<file path="src/hdl/ttbr_pkg.sv">
// Shared types and constants for the two-tier buffer recycler.
// No dependencies; every other file imports this package.
package ttbr_pkg;

	localparam int PORT_HANDLE_W = 16;
	localparam int CAP_W         = 11;
	localparam int CFG_IDX_W     = 2;
	localparam int CFG_DATA_W    = 11;
	localparam int COUNT_W       = 32;

	// ring capacity used when the capacity register holds zero
	localparam logic [CAP_W-1:0] DEFAULT_RING = CAP_W'(512);

	typedef enum logic [CFG_IDX_W-1:0] {
		REG_RING_CAP = 2'd0,
		REG_DMA_MAP  = 2'd1
	} reg_idx_t;

	typedef enum logic [2:0] {
		OUT_FROM_CACHE = 3'd0,
		OUT_FROM_RING  = 3'd1,
		OUT_FRESH      = 3'd2,
		OUT_CACHED     = 3'd3,
		OUT_RINGED     = 3'd4,
		OUT_RELEASED   = 3'd5
	} outcome_t;

	typedef enum logic [1:0] {
		DMA_NONE  = 2'd0,
		DMA_MAP   = 2'd1,
		DMA_UNMAP = 2'd2
	} dma_t;

	typedef enum logic [1:0] {
		S_IDLE = 2'b01,
		S_DONE = 2'b10
	} state_t;

	// push/pop strobes from the controller to one tier
	typedef struct packed {
		logic push;
		logic pop;
	} tier_op_t;

	// occupancy status from one tier to the controller
	typedef struct packed {
		logic empty;
		logic full;
	} tier_stat_t;

endpackage

</file>
<file path="src/hdl/ttbr_cache.sv">
// LIFO direct cache: stack memory with a fill counter and registered read.
// Depends on ttbr_pkg.
module ttbr_cache import ttbr_pkg::*; #(
	parameter int DEPTH = 128,
	parameter int W     = 16
) (
	input  logic         clk,
	input  logic         arst_n,
	input  tier_op_t     op,
	input  logic [W-1:0] wdata,
	output tier_stat_t   stat,
	output logic [W-1:0] rdata
);

	localparam int AW = (DEPTH > 1) ? $clog2(DEPTH) : 1;
	localparam int FW = $clog2(DEPTH + 1);

	logic [W-1:0]  mem [DEPTH];
	logic [FW-1:0] fill_q;
	logic [FW-1:0] top;
	logic [W-1:0]  rdata_q;

	assign top        = fill_q - FW'(1);
	assign stat.empty = (fill_q == '0);
	assign stat.full  = (fill_q == FW'(DEPTH));
	assign rdata      = rdata_q;

	always_ff @(posedge clk or negedge arst_n) begin
		if (!arst_n) begin
			fill_q <= '0;
		end else if (op.push) begin
			fill_q <= fill_q + FW'(1);
		end else if (op.pop) begin
			fill_q <= top;
		end
	end

	always_ff @(posedge clk) begin
		if (op.push) begin
			mem[fill_q[AW-1:0]] <= wdata;
		end
		if (op.pop) begin
			rdata_q <= mem[top[AW-1:0]];
		end
	end

endmodule

</file>
<file path="config.mk">
export PLATFORM = sky130hd
export DESIGN_NAME = ttbr_cache
export DESIGN_NICKNAME = d
export VERILOG_FILES = /design/src/hdl/ttbr_pkg.sv /design/src/hdl/ttbr_cache.sv
export SDC_FILE = /design/constraint.sdc
export NUM_CORES = 2
export LEC_CHECK = 0
export BUFFER_PORTS_ARGS = -buffer_cell sky130_fd_sc_hd__buf_2
export CORE_MARGIN = 2
export CORE_UTILIZATION = 60
export DETAILED_ROUTE_END_ITERATION = 7
export HOLD_SLACK_MARGIN = 0.15
export PLACE_DENSITY = 0.76
export SLEW_MARGIN = 5
export SYNTH_ARGS = -nofsm -noshare
export SYNTH_HDL_FRONTEND = slang
export SYNTH_SLANG_ARGS = --single-unit
</file>
<file path="constraint.sdc">
create_clock -name clk -period 5.5 [get_ports clk]
set_clock_uncertainty 0.05 [all_clocks]
set_input_delay 1.1 -clock clk [delete_from_list [all_inputs] [get_ports clk]]
set_output_delay 1.1 -clock clk [all_outputs]
set_load 0.005 [all_outputs]
</file>
==> results.tsv <==
stage	metric	value	unit
outcome	outcome	complete, no violations	
place	io_buffers	37	
logic_synthesis	netlist.top_cell.by_area	sky130_fd_sc_hd__edfxtp_1	
die	die_width	369	um
global_routing	aggregate_global_route_resource_usage	29.4	%
timing	finalWorstSetupSlack	0.904	ns
worst_setup_path	timing.critical_path.required	5.97	ns
worst_setup_path	crit_path_end_kind	flop	
detailed_routing	drt_first_pass_iters	6	
worst_setup_path	rr_worst_depth	10	
worst_setup_path	crit_start	fill_q[0]$_DFFE_PN0P_	
detailed_routing	drc	0	
place	place.detailed.instances	5564	
logic_synthesis	synth_top_family_by_area	multiplexers	
logic_synthesis	synth_top_area_share	77.5	%
logic_synthesis	netlist_instances	3755	
worst_setup_path	worst_r2r_endpoint	rdata[15]$_DFFE_PP_	
hold_path	class_of_the_most_critical_hold_timing_path	flop to flop	
detailed_routing	detailedRoute.firstIterationViolations	6286	
logic_synthesis	ffs_w_async_s_r_synth	0.386	%
clocking	clk_transition_reported_paths	0.06	ns
worst_setup_path	timing.critical_path.buf_inv	3	
hold_path	hold_path.startpoint	fill_q[7]$_DFFE_PN0P_	
detailed_routing	routed_wl	196000	um
global_routing	global_route_wire_length_before_repair	285000	um
logic_synthesis	postSynthNetCount	3778	
logic_synthesis	yosys_warnings	0	
global_routing	sum_of_overflow_across_all_layers_after_global_routing	0	
run	maxCapViolCount	0	
finish	layout.cells.non_filler	5915	
logic_synthesis	post_synth_fa_ha_maj_area_fraction	0.0469	%
power	leakage	28.5	nW
logic_synthesis	synth_simple_gate_area_share	4.07	%
logic_synthesis	ys_seq_area_share	77.7	%
power	powerDensity	553	nW/um2
worst_setup_path	worst-r2r-setup-slack	0.90	ns
detailed_routing	vias_per_cell	6.84	
worst_setup_path	most_frequent_cell_on_the_critical_path	sky130_fd_sc_hd__buf_12	
die	start_util	60.6	%
clocking	cts_setup_buffers	0	
worst_setup_path	setup.worst_path.class	flop to flop	
clocking	cts-buffers-inserted	196	
clocking	cts.root.buffer_cell	sky130_fd_sc_hd__clkbuf_16	
clocking	deepest_clock_path_buffer_count	3	
logic_synthesis	yosysUniqueCellTypes	54	
hold_path	min_delay_worst_endpoint	fill_q[7]$_DFFE_PN0P_	
timing	timing.fmax	0.218	GHz
place	setup_ws_pre_cts	1.00	ns
worst_setup_path	r2r_start	fill_q[0]$_DFFE_PN0P_	
finish	finalCoreUtilization	67.8	%
logic_synthesis	post_synth_instance_area	80000	um2
die	num_io_pins	38	
hold_path	hold_crit_depth	1	
die	fp.dieArea	136000	um2
logic_synthesis	top_reg_cell_synth	sky130_fd_sc_hd__edfxtp_1	
logic_synthesis	synth.area.mux_share	15.6	%
timing	final_min_period_over_clock_period	83.6	%
detailed_routing	detail-route-antenna-nets	0	
logic_synthesis	avgSynthCellArea	21.3	um2
timing	timing_worst_slew_pin_value	1.40	ns
timing	final-max-slew-violation-count	0	
worst_setup_path	worst_path_largest_cell_delay	0.97	ns
finish	final_instance_area	89500	um2
finish	layout-area-overhead-vs-synth	11.9	%
global_routing	grt_antenna_before_repair	12	
clocking	tritoncts_num_sinks	2072	
detailed_routing	dr_total_vias	40500	
worst_setup_path	worst-endpoint-arrival	5.07	ns
die	fp.dieH	369	um
place	postPlaceCellArea	83600	um2
place	gp_congestion	0.838	
finish	post_route_cells_drive_above_1_share	25.3	%
detailed_routing	average_routed_wire_per_standard_cell	33.2	um
die	core_area	132000	um2
clocking	htree_num_levels	4	
timing	hold_ws	0.456	ns
worst_setup_path	worstSetupStartpointType	flop	
finish	fin_nets	4031	
timing	period_needed	4.60	ns
timing	timing.setup.tns	0	ns
timing	relSlewSlack	6.56	%
logic_synthesis	synthTopCellsByArea	sky130_fd_sc_hd__edfxtp_1, sky130_fd_sc_hd__mux4_2, sky130_fd_sc_hd__nand2_1	
power	p_total	49.5	mW
place	hpwlAfterDp	112000	um
worst_setup_path	critical-path-slowest-cell	sky130_fd_sc_hd__a31oi_1	
timing	rsz0062_at_grt	no	
worst_setup_path	critPathMaxFanout	30	
timing	final_hold_viol_count	0	
logic_synthesis	count_of_flip_flops_with_a_built_in_enable_after_synthesis	2064	
clocking	tritoncts	yes	
worst_setup_path	cp_top_family	compound AO/OA/AOI/OAI gates	
clocking	worst_skew_pair.late_latency	0.84	ns
logic_synthesis	synthXorXnorAreaFrac	0.144	%
timing	setup_violations	0	
global_routing	first_global_vias	40500	
die	placement_rows	133	
global_routing	largest_net_degree_at_the_start_of_global_routing	112	
power	power.ir.vdd_worst	0.592	mV
finish	mostFrequentLayoutCell	sky130_fd_sc_hd__edfxtp_1	
finish	most-common-layout-cells	sky130_fd_sc_hd__edfxtp_1, sky130_fd_sc_hd__mux4_2, sky130_fd_sc_hd__nand2_1	
worst_setup_path	crit_path_cell_trace	inv_1, ha_4, buf_12, buf_12, mux4_2, nand2_1, nand3_1, and3_1, a31oi_1, nand4_1	
logic_synthesis	synth_compound_area_share	1.12	%
logic_synthesis	synth_seq_cells	2072	
==> flip-flops by register name (all words and copies together) (netlist names) <==
signal,flops
rdata,16
mem,2048
fill_q,8
==> metal layers <==
layer	track usage, %	up-vias	wire (um)
li1	-	16100	-
met1	41.7	21100	71100
met2	45.3	2820	93500
met3	6.97	448	23500
met4	10.9	16	7970
met5	0	-	92
==> what timing repair did <==
action / in CTS / in global routing
setup endpoints to repair: 0 / 0
hold buffers: 1 / 0
endpoints found under the hold margin: 8 / 0
gates resized for setup: 0 / 0
==> power by group <==
part | leakage [nW] | switching (mW) | internal, mW
combinational | 6.92 | 11.2 | 7.52
clock | 2.89 | 5.60 | 7.05
sequential | 18.7 | 0.292 | 17.9
==> logic make-up (layout without fill, tap and decap cells) <==
kind of cell	Yosys count	after routing
fa+ha+maj	3	3
xor+xnor	11	11
simple gates	749	749
flops	2072	2072
mux	609	609
buf+inv	214	618
other cells	0	1
compound gates	97	97
==> Yosys cell counts, types with 3 or more instances <==
master                     number
sky130_fd_sc_hd__a32o_1        10
sky130_fd_sc_hd__a222oi_1      22
sky130_fd_sc_hd__nand2_1      340
sky130_fd_sc_hd__a311o_1       11
sky130_fd_sc_hd__nand3_1      200
sky130_fd_sc_hd__a21oi_1        3
sky130_fd_sc_hd__a22oi_1        7
sky130_fd_sc_hd__clkbuf_1      95
sky130_fd_sc_hd__ha_1           3
sky130_fd_sc_hd__nor2_1       131
sky130_fd_sc_hd__a32oi_1        5
sky130_fd_sc_hd__and2_1         5
sky130_fd_sc_hd__and3_1        17
sky130_fd_sc_hd__a221oi_1       5
sky130_fd_sc_hd__mux2i_1       97
sky130_fd_sc_hd__nor3b_1        3
sky130_fd_sc_hd__buf_1         18
sky130_fd_sc_hd__a31oi_1        6
sky130_fd_sc_hd__buf_4         13
sky130_fd_sc_hd__nor3_1         8
sky130_fd_sc_hd__xnor2_1        8
sky130_fd_sc_hd__nand2b_1       3
sky130_fd_sc_hd__mux4_2       512
sky130_fd_sc_hd__dfrtp_1        8
sky130_fd_sc_hd__inv_1          3
sky130_fd_sc_hd__nor2b_1        8
sky130_fd_sc_hd__buf_6          5
sky130_fd_sc_hd__o21ai_0       10
sky130_fd_sc_hd__buf_2         79
sky130_fd_sc_hd__or3_1          4
sky130_fd_sc_hd__edfxtp_1    2064
sky130_fd_sc_hd__nand4_1       24
==> worst max path at each step <==
stage	end	slack, ns	cells past startpoint
2_1_floorplan	rdata[14]$_DFFE_PP_	1.60	17
3_3_place_gp	rdata[15]$_DFFE_PP_	1.07	10
3_5_place_dp	rdata[15]$_DFFE_PP_	1.00	10
4_1_cts	rdata[15]$_DFFE_PP_	1.03	10
5_1_grt	stat[1]	0.76	5
6_report	rdata[15]$_DFFE_PP_	0.90	10
==> final cells by class <==
| cell class | instances | area, um2 |
|---|---|---|
| clock inverter | 103 | 800 |
| antenna | 1 | 2.50 |
| sequential | 2072 | 62200 |
| clock buffer | 246 | 5130 |
| fill | 7918 | 42400 |
| timing repair buffer | 266 | 2240 |
| multi-input combinational | 1469 | 17000 |
| tap | 1755 | 2200 |
| inverter | 3 | 11.3 |
Note: power is estimated with default switching activity, not from simulation.
